## src/hdl/mouse_command_text_parser_top_macros.svh

```systemverilog
// Assertion macros shared by the mouse command text parser RTL.
`ifndef MOUSE_COMMAND_TEXT_PARSER_TOP_MACROS_SVH
`define MOUSE_COMMAND_TEXT_PARSER_TOP_MACROS_SVH

// Same-cycle implication, sampled on clk, disabled while rst_n is low
`define MCP_ASSERT_IMP(label, ante, cons) \
    label: assert property (@(posedge clk) disable iff (!rst_n) (ante) |-> (cons)) \
        else $error("mcp: assertion failed");

// Next-cycle implication, sampled on clk, disabled while rst_n is low
`define MCP_ASSERT_NXT(label, ante, cons) \
    label: assert property (@(posedge clk) disable iff (!rst_n) (ante) |=> (cons)) \
        else $error("mcp: assertion failed");

`endif

```

## src/hdl/mcp_pkg.sv

```systemverilog
// Types and constants of the mouse command text parser.
package mcp_pkg;

    // Character codes
    localparam logic [7:0] CHR_UPPER_A = 8'h41;
    localparam logic [7:0] CHR_UPPER_Z = 8'h5a;
    localparam logic [7:0] CHR_LOWER_A = 8'h61;
    localparam logic [7:0] CHR_LOWER_Z = 8'h7a;
    localparam logic [7:0] CHR_ZERO    = 8'h30;
    localparam logic [7:0] CHR_NINE    = 8'h39;
    localparam logic [7:0] CHR_MINUS   = 8'h2d;
    localparam logic [7:0] CHR_R       = 8'h72;
    localparam logic [7:0] CHR_M       = 8'h6d;
    localparam logic [7:0] CHR_X       = 8'h78;
    localparam logic [7:0] CHR_Y       = 8'h79;
    localparam logic [7:0] CHR_L       = 8'h6c;

    // Action codes
    localparam logic [2:0] ACT_MOVE_X         = 3'd0;
    localparam logic [2:0] ACT_MOVE_Y         = 3'd1;
    localparam logic [2:0] ACT_LEFT_PRESS     = 3'd2;
    localparam logic [2:0] ACT_LEFT_RELEASE   = 3'd3;
    localparam logic [2:0] ACT_RIGHT_PRESS    = 3'd4;
    localparam logic [2:0] ACT_RIGHT_RELEASE  = 3'd5;
    localparam logic [2:0] ACT_MIDDLE_PRESS   = 3'd6;
    localparam logic [2:0] ACT_MIDDLE_RELEASE = 3'd7;

    localparam int AMOUNT_BITS = 32;

    // Queue between front and back
    localparam int QUEUE_DEPTH = 2;
    localparam int QUEUE_PTR_BITS = 1;

    // Class of a queued character
    typedef enum logic [1:0] {
        CLS_LETTER = 2'd0,
        CLS_MINUS  = 2'd1,
        CLS_DIGIT  = 2'd2,
        CLS_END    = 2'd3
    } char_class_t;

    // One queued entry: class plus the raw byte (digit value sits in the low nibble)
    typedef struct packed {
        char_class_t cls;
        logic [7:0]  chr;
    } item_t;

endpackage

```

## src/hdl/mcp_channels.sv

```systemverilog
// Valid/ready channel interfaces for message bytes and mouse actions.
interface mcp_in_if;
    logic       valid;
    logic       ready;
    logic       mode;
    logic [7:0] char_byte;

    modport source (output valid, output mode, output char_byte, input ready);
    modport sink   (input valid, input mode, input char_byte, output ready);
endinterface

interface mcp_out_if;
    logic              valid;
    logic              ready;
    logic [2:0]        action;
    logic signed [31:0] move_amount;

    modport source (output valid, output action, output move_amount, input ready);
    modport sink   (input valid, input action, input move_amount, output ready);
endinterface

```

## src/hdl/mcp_front.sv

```systemverilog
// Front end: accepts message transactions and classifies each byte.
module mcp_front
(
    mcp_in_if.sink          msg,
    output logic            push_valid,
    input  logic            push_ready,
    output mcp_pkg::item_t  push_data
);
    import mcp_pkg::*;

    logic        is_letter;
    logic        is_digit;
    logic        is_minus;
    char_class_t cls;

    // Byte classification
    assign is_letter = ((msg.char_byte >= CHR_UPPER_A) && (msg.char_byte <= CHR_UPPER_Z)) ||
                       ((msg.char_byte >= CHR_LOWER_A) && (msg.char_byte <= CHR_LOWER_Z));
    assign is_digit  = (msg.char_byte >= CHR_ZERO) && (msg.char_byte <= CHR_NINE);
    assign is_minus  = (msg.char_byte == CHR_MINUS);

    always_comb
    begin
        if (msg.mode)
            cls = CLS_END;
        else if (is_letter)
            cls = CLS_LETTER;
        else if (is_minus)
            cls = CLS_MINUS;
        else
            cls = CLS_DIGIT;
    end

    // Ignored bytes are taken and dropped here
    assign msg.ready      = push_ready;
    assign push_valid     = msg.valid && (msg.mode || is_letter || is_digit || is_minus);
    assign push_data.cls  = cls;
    assign push_data.chr  = msg.char_byte;

endmodule

```

## src/hdl/mcp_queue.sv

```systemverilog
// Two-entry queue decoupling the front end from the parser back end.
`include "mouse_command_text_parser_top_macros.svh"

module mcp_queue
(
    input  logic            clk,
    input  logic            rst_n,
    input  logic            push_valid,
    output logic            push_ready,
    input  mcp_pkg::item_t  push_data,
    output logic            pop_valid,
    input  logic            pop_ready,
    output mcp_pkg::item_t  pop_data
);
    import mcp_pkg::*;

    item_t                     entry_reg [QUEUE_DEPTH];
    logic [QUEUE_PTR_BITS-1:0] wr_ptr_reg;
    logic [QUEUE_PTR_BITS-1:0] rd_ptr_reg;
    logic [QUEUE_PTR_BITS:0]   count_reg;
    logic [QUEUE_PTR_BITS:0]   count_next;
    logic                      push_fire;
    logic                      pop_fire;

    assign push_ready = (count_reg < (QUEUE_PTR_BITS+1)'(QUEUE_DEPTH));
    assign pop_valid  = (count_reg != '0);
    assign pop_data   = entry_reg[rd_ptr_reg];
    assign push_fire  = push_valid && push_ready;
    assign pop_fire   = pop_valid && pop_ready;

    // Occupancy
    always_comb
    begin
        count_next = count_reg;
        if (push_fire && !pop_fire)
            count_next = count_reg + 1'b1;
        else if (!push_fire && pop_fire)
            count_next = count_reg - 1'b1;
    end

    // Pointers and count
    always_ff @(posedge clk or negedge rst_n)
    begin
        if (!rst_n)
        begin
            wr_ptr_reg <= '0;
            rd_ptr_reg <= '0;
            count_reg  <= '0;
        end
        else
        begin
            count_reg <= count_next;
            if (push_fire)
                wr_ptr_reg <= wr_ptr_reg + 1'b1;
            if (pop_fire)
                rd_ptr_reg <= rd_ptr_reg + 1'b1;
        end
    end

    // Storage
    always_ff @(posedge clk)
    begin
        if (push_fire)
            entry_reg[wr_ptr_reg] <= push_data;
    end

    `MCP_ASSERT_IMP(a_count_bound, 1'b1, count_reg <= (QUEUE_PTR_BITS+1)'(QUEUE_DEPTH))
    `MCP_ASSERT_NXT(a_push_visible, (count_reg == '0) && push_fire, pop_valid)
    `MCP_ASSERT_IMP(a_full_stalls, count_reg == (QUEUE_PTR_BITS+1)'(QUEUE_DEPTH), !push_ready)

endmodule

```

## src/hdl/mcp_back.sv

```systemverilog
// Back end: name/number parser, action decode and output register.
`include "mouse_command_text_parser_top_macros.svh"

module mcp_back
#(
    parameter int VALUE_BITS = 32
)
(
    input  logic            clk,
    input  logic            rst_n,
    input  logic            pop_valid,
    output logic            pop_ready,
    input  mcp_pkg::item_t  pop_data,
    mcp_out_if.source       act
);
    import mcp_pkg::*;

    localparam int SUM_BITS  = VALUE_BITS + 4;
    localparam int WIDE_BITS = (VALUE_BITS > AMOUNT_BITS) ? VALUE_BITS : AMOUNT_BITS;

    // Parser state
    logic [1:0]            name_len_reg,   name_len_next;
    logic [7:0]            name_a_reg,     name_a_next;
    logic [7:0]            name_b_reg,     name_b_next;
    logic                  present_reg,    present_next;
    logic                  neg_reg,        neg_next;
    logic                  digit_seen_reg, digit_seen_next;
    logic                  stopped_reg,    stopped_next;
    logic [VALUE_BITS-1:0] mag_reg,        mag_next;
    logic                  oor_reg,        oor_next;

    // Output register
    logic                   out_valid_reg, out_valid_next;
    logic [2:0]             action_reg;
    logic [AMOUNT_BITS-1:0] amount_reg;

    logic                   pop_fire;
    logic                   out_free;
    logic                   closes;
    logic                   emit;
    logic                   hit;
    logic [2:0]             hit_action;
    logic [VALUE_BITS-1:0]  mag_eff;
    logic [WIDE_BITS-1:0]   mag_wide;
    logic [AMOUNT_BITS-1:0] mag_low;
    logic [AMOUNT_BITS-1:0] amount;
    logic                   nonzero;
    logic [SUM_BITS-1:0]    mag_ext;
    logic [SUM_BITS-1:0]    acc_sum;
    logic [SUM_BITS-1:0]    limit;
    logic [1:0]             len_base;

    // Value of the pending number
    assign mag_eff  = (digit_seen_reg && !oor_reg) ? mag_reg : '0;
    assign nonzero  = (mag_eff != '0);
    assign mag_wide = WIDE_BITS'(mag_eff);
    assign mag_low  = mag_wide[AMOUNT_BITS-1:0];
    assign amount   = neg_reg ? (~mag_low + 1'b1) : mag_low;

    // Name decode
    always_comb
    begin
        hit        = 1'b0;
        hit_action = ACT_MOVE_X;
        if (name_len_reg == 2'd2)
        begin
            unique case ({name_a_reg, name_b_reg})
                {CHR_R, CHR_X}:
                begin
                    hit        = 1'b1;
                    hit_action = ACT_MOVE_X;
                end
                {CHR_R, CHR_Y}:
                begin
                    hit        = 1'b1;
                    hit_action = ACT_MOVE_Y;
                end
                {CHR_M, CHR_L}:
                begin
                    hit        = 1'b1;
                    hit_action = nonzero ? ACT_LEFT_PRESS : ACT_LEFT_RELEASE;
                end
                {CHR_M, CHR_R}:
                begin
                    hit        = 1'b1;
                    hit_action = nonzero ? ACT_RIGHT_PRESS : ACT_RIGHT_RELEASE;
                end
                {CHR_M, CHR_M}:
                begin
                    hit        = 1'b1;
                    hit_action = nonzero ? ACT_MIDDLE_PRESS : ACT_MIDDLE_RELEASE;
                end
                default:
                begin
                    hit        = 1'b0;
                    hit_action = ACT_MOVE_X;
                end
            endcase
        end
    end

    // Handshake: stall only an entry that would emit while the output is held
    assign out_free  = !out_valid_reg || act.ready;
    assign closes    = present_reg &&
                       ((pop_data.cls == CLS_END) || (pop_data.cls == CLS_LETTER));
    assign pop_ready = out_free || !(closes && hit);
    assign pop_fire  = pop_valid && pop_ready;
    assign emit      = pop_fire && closes && hit;

    // Decimal accumulate: mag*10 + d, out of range when above the signed limit
    assign mag_ext = SUM_BITS'(mag_reg);
    assign acc_sum = (mag_ext << 3) + (mag_ext << 1) + SUM_BITS'(pop_data.chr[3:0]);
    assign limit   = neg_reg ? (SUM_BITS'(1) << (VALUE_BITS-1))
                             : ((SUM_BITS'(1) << (VALUE_BITS-1)) - 1'b1);

    // A letter after number text starts a fresh name
    assign len_base = present_reg ? 2'd0 : name_len_reg;

    // Parser next state
    always_comb
    begin
        name_len_next   = name_len_reg;
        name_a_next     = name_a_reg;
        name_b_next     = name_b_reg;
        present_next    = present_reg;
        neg_next        = neg_reg;
        digit_seen_next = digit_seen_reg;
        stopped_next    = stopped_reg;
        mag_next        = mag_reg;
        oor_next        = oor_reg;
        if (pop_fire)
        begin
            unique case (pop_data.cls)
                CLS_END:
                begin
                    name_len_next   = '0;
                    name_a_next     = '0;
                    name_b_next     = '0;
                    present_next    = 1'b0;
                    neg_next        = 1'b0;
                    digit_seen_next = 1'b0;
                    stopped_next    = 1'b0;
                    mag_next        = '0;
                    oor_next        = 1'b0;
                end
                CLS_LETTER:
                begin
                    if (present_reg)
                    begin
                        name_b_next     = '0;
                        present_next    = 1'b0;
                        neg_next        = 1'b0;
                        digit_seen_next = 1'b0;
                        stopped_next    = 1'b0;
                        mag_next        = '0;
                        oor_next        = 1'b0;
                    end
                    if (len_base == 2'd0)
                        name_a_next = pop_data.chr;
                    else if (len_base == 2'd1)
                        name_b_next = pop_data.chr;
                    name_len_next = (len_base == 2'd3) ? len_base : (len_base + 2'd1);
                end
                CLS_MINUS:
                begin
                    if (!present_reg)
                        neg_next = 1'b1;
                    else
                        stopped_next = 1'b1;
                    present_next = 1'b1;
                end
                CLS_DIGIT:
                begin
                    present_next = 1'b1;
                    if (!stopped_reg)
                    begin
                        digit_seen_next = 1'b1;
                        if (!oor_reg)
                        begin
                            if (acc_sum > limit)
                                oor_next = 1'b1;
                            else
                                mag_next = acc_sum[VALUE_BITS-1:0];
                        end
                    end
                end
                default:
                begin
                    present_next = present_reg;
                end
            endcase
        end
    end

    // Output slot
    assign out_valid_next = out_free ? emit : out_valid_reg;

    // Parser state registers
    always_ff @(posedge clk or negedge rst_n)
    begin
        if (!rst_n)
        begin
            name_len_reg   <= '0;
            name_a_reg     <= '0;
            name_b_reg     <= '0;
            present_reg    <= 1'b0;
            neg_reg        <= 1'b0;
            digit_seen_reg <= 1'b0;
            stopped_reg    <= 1'b0;
            mag_reg        <= '0;
            oor_reg        <= 1'b0;
            out_valid_reg  <= 1'b0;
        end
        else
        begin
            name_len_reg   <= name_len_next;
            name_a_reg     <= name_a_next;
            name_b_reg     <= name_b_next;
            present_reg    <= present_next;
            neg_reg        <= neg_next;
            digit_seen_reg <= digit_seen_next;
            stopped_reg    <= stopped_next;
            mag_reg        <= mag_next;
            oor_reg        <= oor_next;
            out_valid_reg  <= out_valid_next;
        end
    end

    // Output payload
    always_ff @(posedge clk)
    begin
        if (emit)
        begin
            action_reg <= hit_action;
            amount_reg <= ((hit_action == ACT_MOVE_X) || (hit_action == ACT_MOVE_Y))
                          ? amount : '0;
        end
    end

    assign act.valid       = out_valid_reg;
    assign act.action      = action_reg;
    assign act.move_amount = amount_reg;

    `MCP_ASSERT_NXT(a_end_clears, pop_fire && (pop_data.cls == CLS_END), (name_len_reg == 2'd0) && !present_reg)
    `MCP_ASSERT_IMP(a_oor_after_digit, oor_reg, digit_seen_reg && present_reg)
    `MCP_ASSERT_IMP(a_button_no_amount, out_valid_reg && (action_reg >= ACT_LEFT_PRESS), amount_reg == '0)

endmodule

```

## src/hdl/mouse_command_text_parser_top.sv

```systemverilog
// Mouse command text parser: message bytes in, mouse action transactions out.
//
// Channels: msg takes one transaction per byte (mode 0 with char_byte) or an
// end-of-message marker (mode 1). act delivers zero or one action per
// transaction: action code and a signed 32-bit move_amount (zero for buttons).
// A letter after number text, or the end marker, closes a name/number pair;
// only rx, ry, ml, mr and mm produce an action.
// Throughput: one msg transaction per cycle unless act stalls an entry that
// would emit; the back end accumulates digits with a shift-add.
// An action caused by an accepted transaction passes the queue stage, then
// the output register, before act can take it.
// Reset clears the parser state, the queue and the output slot; msg.ready
// is high once the queue is cleared.
// When act stalls, the held action stays in its output register; the back end
// stops only on an entry that would emit, and msg.ready falls once the
// two-entry queue fills.
module mouse_command_text_parser_top
#(
    parameter int VALUE_BITS = 32
)
(
    input  logic       clk,
    input  logic       rst_n,
    mcp_in_if.sink     msg,
    mcp_out_if.source  act
);
    import mcp_pkg::*;

    logic  push_valid;
    logic  push_ready;
    item_t push_data;
    logic  pop_valid;
    logic  pop_ready;
    item_t pop_data;

    mcp_front u_front
    (
        .msg        (msg),
        .push_valid (push_valid),
        .push_ready (push_ready),
        .push_data  (push_data)
    );

    mcp_queue u_queue
    (
        .clk        (clk),
        .rst_n      (rst_n),
        .push_valid (push_valid),
        .push_ready (push_ready),
        .push_data  (push_data),
        .pop_valid  (pop_valid),
        .pop_ready  (pop_ready),
        .pop_data   (pop_data)
    );

    mcp_back
    #(
        .VALUE_BITS (VALUE_BITS)
    )
    u_back
    (
        .clk       (clk),
        .rst_n     (rst_n),
        .pop_valid (pop_valid),
        .pop_ready (pop_ready),
        .pop_data  (pop_data),
        .act       (act)
    );

endmodule
```

## src/flat_wrapper.sv

```systemverilog
// flat-port wrapper written by rule: the top's interface ports become plain ports
module mouse_command_text_parser_top_flat import mcp_pkg::*;
#(
    parameter int VALUE_BITS = 32
)
  (clk, rst_n, msg_valid, msg_mode, msg_char_byte, msg_ready, act_valid, act_action, act_move_amount, act_ready);
  mcp_in_if msg_i ();
  mcp_out_if act_i ();
  input  logic clk;
  input  logic rst_n;
  input wire logic [$bits(msg_i.valid)-1:0] msg_valid;
  input wire logic [$bits(msg_i.mode)-1:0] msg_mode;
  input wire logic [$bits(msg_i.char_byte)-1:0] msg_char_byte;
  output wire logic [$bits(msg_i.ready)-1:0] msg_ready;
  output wire logic [$bits(act_i.valid)-1:0] act_valid;
  output wire logic [$bits(act_i.action)-1:0] act_action;
  output wire logic [$bits(act_i.move_amount)-1:0] act_move_amount;
  input wire logic [$bits(act_i.ready)-1:0] act_ready;
  assign msg_i.valid = msg_valid;
  assign msg_i.mode = msg_mode;
  assign msg_i.char_byte = msg_char_byte;
  assign msg_ready = msg_i.ready;
  assign act_valid = act_i.valid;
  assign act_action = act_i.action;
  assign act_move_amount = act_i.move_amount;
  assign act_i.ready = act_ready;
  mouse_command_text_parser_top #(.VALUE_BITS(VALUE_BITS)) u_core (.clk(clk), .rst_n(rst_n), .msg(msg_i), .act(act_i));
endmodule
```

## config.mk

```make
export PLATFORM = sky130hd
export DESIGN_NAME = mouse_command_text_parser_top_flat
export DESIGN_NICKNAME = d
export VERILOG_FILES = /design/src/hdl/mcp_pkg.sv /design/src/hdl/mcp_channels.sv /design/src/hdl/mcp_front.sv /design/src/hdl/mcp_queue.sv /design/src/hdl/mcp_back.sv /design/src/hdl/mouse_command_text_parser_top.sv /design/src/flat_wrapper.sv
export VERILOG_INCLUDE_DIRS = /design/src /design/src/hdl
export SDC_FILE = /design/constraint.sdc
export NUM_CORES = 1
export LEC_CHECK = 0
export BUFFER_PORTS_ARGS = -buffer_cell sky130_fd_sc_hd__buf_2
export CAP_MARGIN = 10
export CORE_AREA = 2 2 116 141
export CTS_CLUSTER_SIZE = 40
export DETAILED_ROUTE_END_ITERATION = 7
export DIE_AREA = 0 0 118 143
export GPL_TIMING_DRIVEN = 0
export PLACE_DENSITY_LB_ADDON = 0.3
export SETUP_SLACK_MARGIN = 0.2
export SKIP_CTS_REPAIR_TIMING = 1
export SYNTH_ARGS = -nofsm -noshare
export SYNTH_HDL_FRONTEND = slang
export SYNTH_SLANG_ARGS = --single-unit
```

## constraint.sdc

```tcl
create_clock -name clk -period 8.37 [get_ports clk]
set_clock_uncertainty 0.1 [all_clocks]
set_input_delay 1.2555 -clock clk [delete_from_list [all_inputs] [get_ports clk]]
set_output_delay 1.2555 -clock clk [all_outputs]
set_load 0.05 [all_outputs]
```

# ---- Yosys cells after proc, flatten, opt, wreduce, memory -nomap -nowiden
# Memories as Yosys holds them, arrays and structs flattened.
# Cells that the tools add are included.
dict set report op_classes {
  magnitude_cmp 8
  bitwise 1
  reduce_logical 44
  addsub 8
  n_mux 43
  eq_ne 20
}
# operator n
set op_table {}
lappend op_table {{32-bit two-way mux} 7}
lappend op_table {{32-bit case mux with 3 select lines} 1}
lappend op_table {{16-bit by 15-bit == test with 1-bit output, second input constant} 5}
lappend op_table {{35-bit by 33-bit adder with 36-bit output} 1}
lappend op_table {{36-bit by 4-bit adder with 36-bit output} 1}
lappend op_table {{36-bit by 32-bit > comparator with 1-bit output} 1}
lappend op_table {{32-bit by 1-bit adder with 32-bit output, second input constant} 1}
lappend op_table {{8-bit two-way mux} 4}
lappend op_table {{32-bit NOT} 1}
lappend op_table {{8-bit case mux with 2 select lines} 2}
lappend op_table {{32-bit nonzero test} 1}
lappend op_table {{8-bit by 7-bit greater-or-equal comparator with 1-bit output, second input constant} 2}
lappend op_table {{8-bit by 7-bit less-or-equal comparator with 1-bit output, second input constant} 2}
lappend op_table {{1-bit two-way mux} 14}
lappend op_table {{2-bit two-way mux} 7}
lappend op_table {{1-bit logical AND} 13}
lappend op_table {{2-bit != test, second input constant} 6}
lappend op_table {{1-bit case mux with 3 select lines} 4}
lappend op_table {{3-bit case mux with 4 select lines} 1}
lappend op_table {{4-bit AND reduction} 3}
lappend op_table {{2-bit == test, second input constant} 4}
lappend op_table {{8-bit by 6-bit == test with 1-bit output, second input constant} 1}
lappend op_table {{8-bit by 6-bit greater-or-equal comparator with 1-bit output, second input constant} 1}
lappend op_table {{8-bit by 6-bit less-or-equal comparator with 1-bit output, second input constant} 1}
lappend op_table {{21 further kinds} 40}
dict set report totals {
  out_inout_bits 37
  mem_bits_rw 20
  input_bits 13
  mem_count 1
  reg_bits 95
  elab_cells 140
}
# memory words word_bits rd rd_clocked_by_memory_dff wr line
set memory_table {}
lappend memory_table {u_core.u_queue.entry_reg 2 10 1 0 1 mcp_queue.sv:17} ;# item_t entry_reg [QUEUE_DEPTH];

# ---- Longest topological paths before layout
dict set report logic_depth {
  ltp_word 12
  ltp_mapped 27
  depth_no_buf 24
}

# ---- By module
# From an unflattened synthesis, not the netlist that was laid out.
dict set report unflattened {
  hier_cells 871
  area_unflattened_um2 8388.0
}
# mod n_inst area_per_inst_um2 seq_area_each_um2 cells_each
set modules_own_cells {}
lappend modules_own_cells {mcp_back 1 7270.7 2452.4 796}
lappend modules_own_cells {mcp_queue 1 928.4 700.7 48}
lappend modules_own_cells {mcp_front 1 188.9 0.0 27}

# ---- Worst setup path after synthesis
# No wires, ideal clock.
dict set report synth_path {
  path_type {register to register}
  startpoint {register u_core.u_queue.rd_ptr_reg}
  endpoint {register u_core.u_back.mag_reg[10]}
  arrival_ps 5776
  stages_incl_launch_ff 25
  path_slack_ps 2369
  period_less_slack_ps 6001
  required_time_ps 8145
  setup_time_ps 125
  cell_sequence {dfrtp_1 > buf_1 > mux2i_1 > fa_1 > inv_1 > ha_1 > a21oi_1 > nand4b_1 > a211o_1 > nor4bb_1 > o21ai_0 > a31oi_1 > xnor2_1 > ha_1 > nand4_1 > nor3_1 > a221o_1 > o41ai_1 > a21o_1 > nand4b_1 > a21oi_1 > or4b_1 > buf_6 > buf_12 > mux2_4}
}
dict set report synth_between {
  elab_chain_len 9
  word_cells_on_any_way 22
  cone_classes {1 x add/sub; 1 x order compare; 6 x eq/ne; 4 x mux; 9 x reduce/logical; 1 x memory}
}
# item line
set synth_lines {}
lappend synth_lines {{from (decl)} mcp_queue.sv:19} ;# logic [QUEUE_PTR_BITS-1:0] rd_ptr_reg;
lappend synth_lines {{from (signal assigned)} mcp_queue.sv:56} ;# rd_ptr_reg <= rd_ptr_reg + 1'b1;
lappend synth_lines {{memory read 2 x 10 bit *} --}
lappend synth_lines {{parallel branches: the longest is 8 deep, another holds 36-bit by 4-bit adder with 36-bit output} --}
lappend synth_lines {{to (signal assigned)} mcp_back.sv:223} ;# mag_reg <= mag_next;
lappend synth_lines {{to (decl)} mcp_back.sv:29} ;# logic [VALUE_BITS-1:0] mag_reg, mag_next;
# Every way passes the cells marked *. The select of a mux whose other input is x is not followed.
# A chain may end at the register's enable or synchronous reset.

# ---- Worst setup path in the final report
dict set report layout_path {
  startpoint {register u_core.u_queue.rd_ptr_reg}
  endpoint {register u_core.u_back.mag_reg[29]}
}
# The elaborated chain is that of the path after synthesis.

==> key figures <==
Timing
  • Final setup viols: 0
  • Setup TNS: 0 ns
  • Endpoints failing hold: 0
  • Pins Over Slew Limit: 0
  • Rel. slew slack: 39.8%
  • Fin Hold WS: 0.388 ns
  • Worst-Margin Slew: 0.894 ns
  • Maximum clock frequency: 141 MHz
  • Final worst path period share: 84.9%
  • Post-route minimum period: 7.10 ns
  • RSZ-0062 raised after global routing: false

Route
  • Via count: 7241
  • Met3 wire length: 1070 um
  • Wire per inst: around 18 um
  • DRT iter0 DRCs: 620
  • Top Metal Used: met4
  • Post-Route M1 WL: 8980 um
  • Post-Route WL: 21700 um
  • Initial DRT Pass Iterations: 5
  • Met2 WL: 10900 um
  • Drt via density: 6.07
  • Routed Antenna Nets: 0
  • DRC: 0

Clock network
  • H-tree Lvls: 4
  • CTS Buf Count: 17
  • Clock Sink Count: 115
  • Max clock buf depth: 2
  • Clock Pin Slew Worst Setup and Hold Paths: around 0.06 ns
  • Clock latency on the worst-skew pair: approximately 0.42 ns
  • CTS tree: done
  • Clock Tree Root: clkbuf_16

Placed design
  • DP HPWL: 16500 um
  • RePlAce Congestion: 0.915
  • Port Buffers: 49
  • Placed Cells: 1159

Floorplanning
  • Placeable Area: 15500 um^2
  • Starting density of the core: 56.0%
  • Die Area: 16900 um^2
  • Die height: 143 um
  • Die width: 118 um
  • Io pins: 50
  • Row Count: 50

Global routing
  • First-pass GRT wire length: roughly 35000 um
  • Vias in the first global route: slightly below 7000
  • GR Overflow Total: 0
  • Tot GR Track Use: 26.1%
  • Largest net degree at the start of global routing: 35
  • Antenna violations before repair: 0

Worst setup path
  • Crit Path Class: flip-flop to flip-flop
  • Startpoint types: flip-flop
  • Worst setup EP type: flip-flop
  • Data required time of the worst path: 8.57 ns
  • Crit path DAT: 7.30 ns
  • Crit-path max FO: 10

Layout
  • Layout net count: around 1100
  • Fin cells: about 1200
  • # diodes: 0
  • Area added between synthesis and finish: 13.6%
  • Ratio of cells with drive above 1 in the final layout: 13.2%

Power and ir drop
  • Sw Share: 45.4%
  • Leakage power: 4.62 nW
  • Sw Pwr: between 1.5 and 2 mW
  • Seq pwr share: 25.1%
  • PD cells: around 380 nW/um^2
  • Clock share of power: 19.3%
  • Worst vdd ir: 0.235 mV
  • Int Pwr: 2.04 mW
  • Combinational Power Share: between 50 and 60%

Yosys
  • Number of synthesized flops with an enable pin: 55
  • Fraction of registers with async set/reset: approximately 52%
  • Post-synthesis cell count: 900
  • Main synth FF type: dfrtp_1
  • Syn Nets: 1016
  • Register area share after synthesis: between 30% and 40%
  • Netlist Area Pre-Place: 8660 um^2
  • Warnings from Yosys: 0
  • Seq cells post-synth: ~120
  • Avg Inst Size Synth: a little under 10 um^2
  • Yosys cell types: 65

Hold path
  • Hold Path Class: flip-flop to flip-flop

Status
  • Outcome: finished clean

Job
  • Total of max-cap violations: 0
cells in the final DEF (no fill, tap or decap), types with 6 or more instances in the layout:
cell type	synthesis	layout
nand4_1	16	16
buf_2	5	54
mux2_4	26	26
clkbuf_16	0	18
nor2b_1	7	7
and2_1	30	30
a31oi_1	6	6
o21a_1	6	6
nand2b_1	13	13
xnor2_1	31	31
xor2_1	20	20
nor2_1	64	63
edfxtp_1	55	55
o31ai_1	9	9
a211oi_1	6	6
clkbuf_1	17	18
nor3b_1	6	6
mux2i_1	15	15
nor4_1	11	11
ha_1	101	101
o21ai_0	60	60
nand3_1	22	22
inv_1	23	23
a21o_1	13	13
nor3_1	13	13
dfrtp_1	60	60
a21oi_1	76	76
nand2_1	95	95
o211ai_1	8	8
or3_1	6	6
routing by layer:
| layer | vias to the layer above | global-route usage [%] |
|---|---|---|
| li1 | 3458 | - |
| met1 | 3445 | 31.4 |
| met2 | 278 | 46.6 |
| met3 | 60 | 4.91 |
| met4 | 0 | 9.83 |
| met5 | - | 0 |
synth_stat cells, types with 15 or more instances:
cell type | instances | area share, %
ha_1 | 101 | 15
nand2_1 | 95 | 4.1
a21oi_1 | 76 | 4.4
nor2_1 | 64 | 2.8
dfrtp_1 | 60 | 17
o21ai_0 | 60 | 3.5
edfxtp_1 | 55 | 19
xnor2_1 | 31 | 3.1
and2_1 | 30 | 2.2
mux2_4 | 26 | 4.5
inv_1 | 23 | 1.0
nand3_1 | 22 | 1.3
xor2_1 | 20 | 2.0
clkbuf_1 | 17 | 0.74
nand4_1 | 16 | 1.2
mux2i_1 | 15 | 1.7
worst paths after layout:
check                                       startpoint                          end  slack (ns)  cells past startpoint
min in group asynchronous                        rst_n    u_core.u_back.mag_reg[26]        0.78                      1
setup reg to reg             u_core.u_queue.rd_ptr_reg    u_core.u_back.mag_reg[29]        1.27                     24
hold / removal             u_core.u_back.name_b_reg[5]  u_core.u_back.name_b_reg[5]        0.39                      2
setup / recovery             u_core.u_queue.rd_ptr_reg    u_core.u_back.mag_reg[29]        1.27                     24
hold reg to reg            u_core.u_back.name_b_reg[5]  u_core.u_back.name_b_reg[5]        0.39                      2
max in group asynchronous                        rst_n  u_core.u_queue.count_reg[0]        6.76                      2
through the flow:
step | cell area [um^2] | total power, mW | setup WS [ns] | utilization (%)
finish | 9830 | 3.73 | 1.27 | 63.6
global route | 9830 | 4.00 | 0.780 | 63.6
CTS | 9810 | 3.70 | 1.20 | 63.5
detailed placement | 9210 | 2.96 | 1.25 | 59.6
global placement | 9160 | 2.91 | 1.27 | 59.3
floorplan | 8660 | 2.43 | 2.37 | -
worst max-delay path: stages, from the launching register on:
cell       delay [ns]
dfrtp_1          0.36
buf_1            0.56
mux2i_1          0.27
fa_1             0.59
inv_1            0.06
ha_1             0.27
a21oi_1          0.06
nand4b_1         0.25
a211o_1          0.37
a21oi_1          0.28
o21ai_2          0.15
o31ai_1          0.60
a31oi_1          0.19
xnor2_1          0.32
ha_1             0.32
a21oi_1          0.14
o21ai_0          0.14
a2111oi_0        0.43
a21o_1           0.18
nand4b_1         0.09
a21oi_1          0.15
or4b_1           0.47
buf_6            0.16
buf_12           0.15
mux2_4           0.30
power by group through the flow:
stage / registers (mW) / clock network (mW) / logic (mW)
floorplan: 0.861 / 0 / 1.57
global placement: 0.949 / 0 / 1.96
detailed placement: 0.951 / 0 / 2.01
CTS: 0.943 / 0.725 / 2.03
global route: 0.944 / 0.750 / 2.30
finish: 0.936 / 0.722 / 2.08
final cells by class:
class                           count  area (um^2)
Buffer                             31          179
Clock buffer                       20          468
Clock inverter                     12          126
Fill cell                        1296         5620
Inverter                           23         86.3
Multi-Input combinational cell    731         5250
Sequential cell                   115         3150
Tap cell                          208          260
Timing Repair Buffer               52          313
logic make-up after synthesis:
kind of cell / count (synthesis) / share of synthesized area [%]
DFF: 115 / 36.4
xor gates and xnor gates: 51 / 5.16
AOI/OAI and AO/OA: 219 / 15.3
adders and majority gates: 103 / 15.1
muxes: 45 / 6.76
buffers and inverters: 54 / 3.06
and+or+nand+nor: 313 / 18.3
Note: power is estimated with default switching activity, not from simulation.
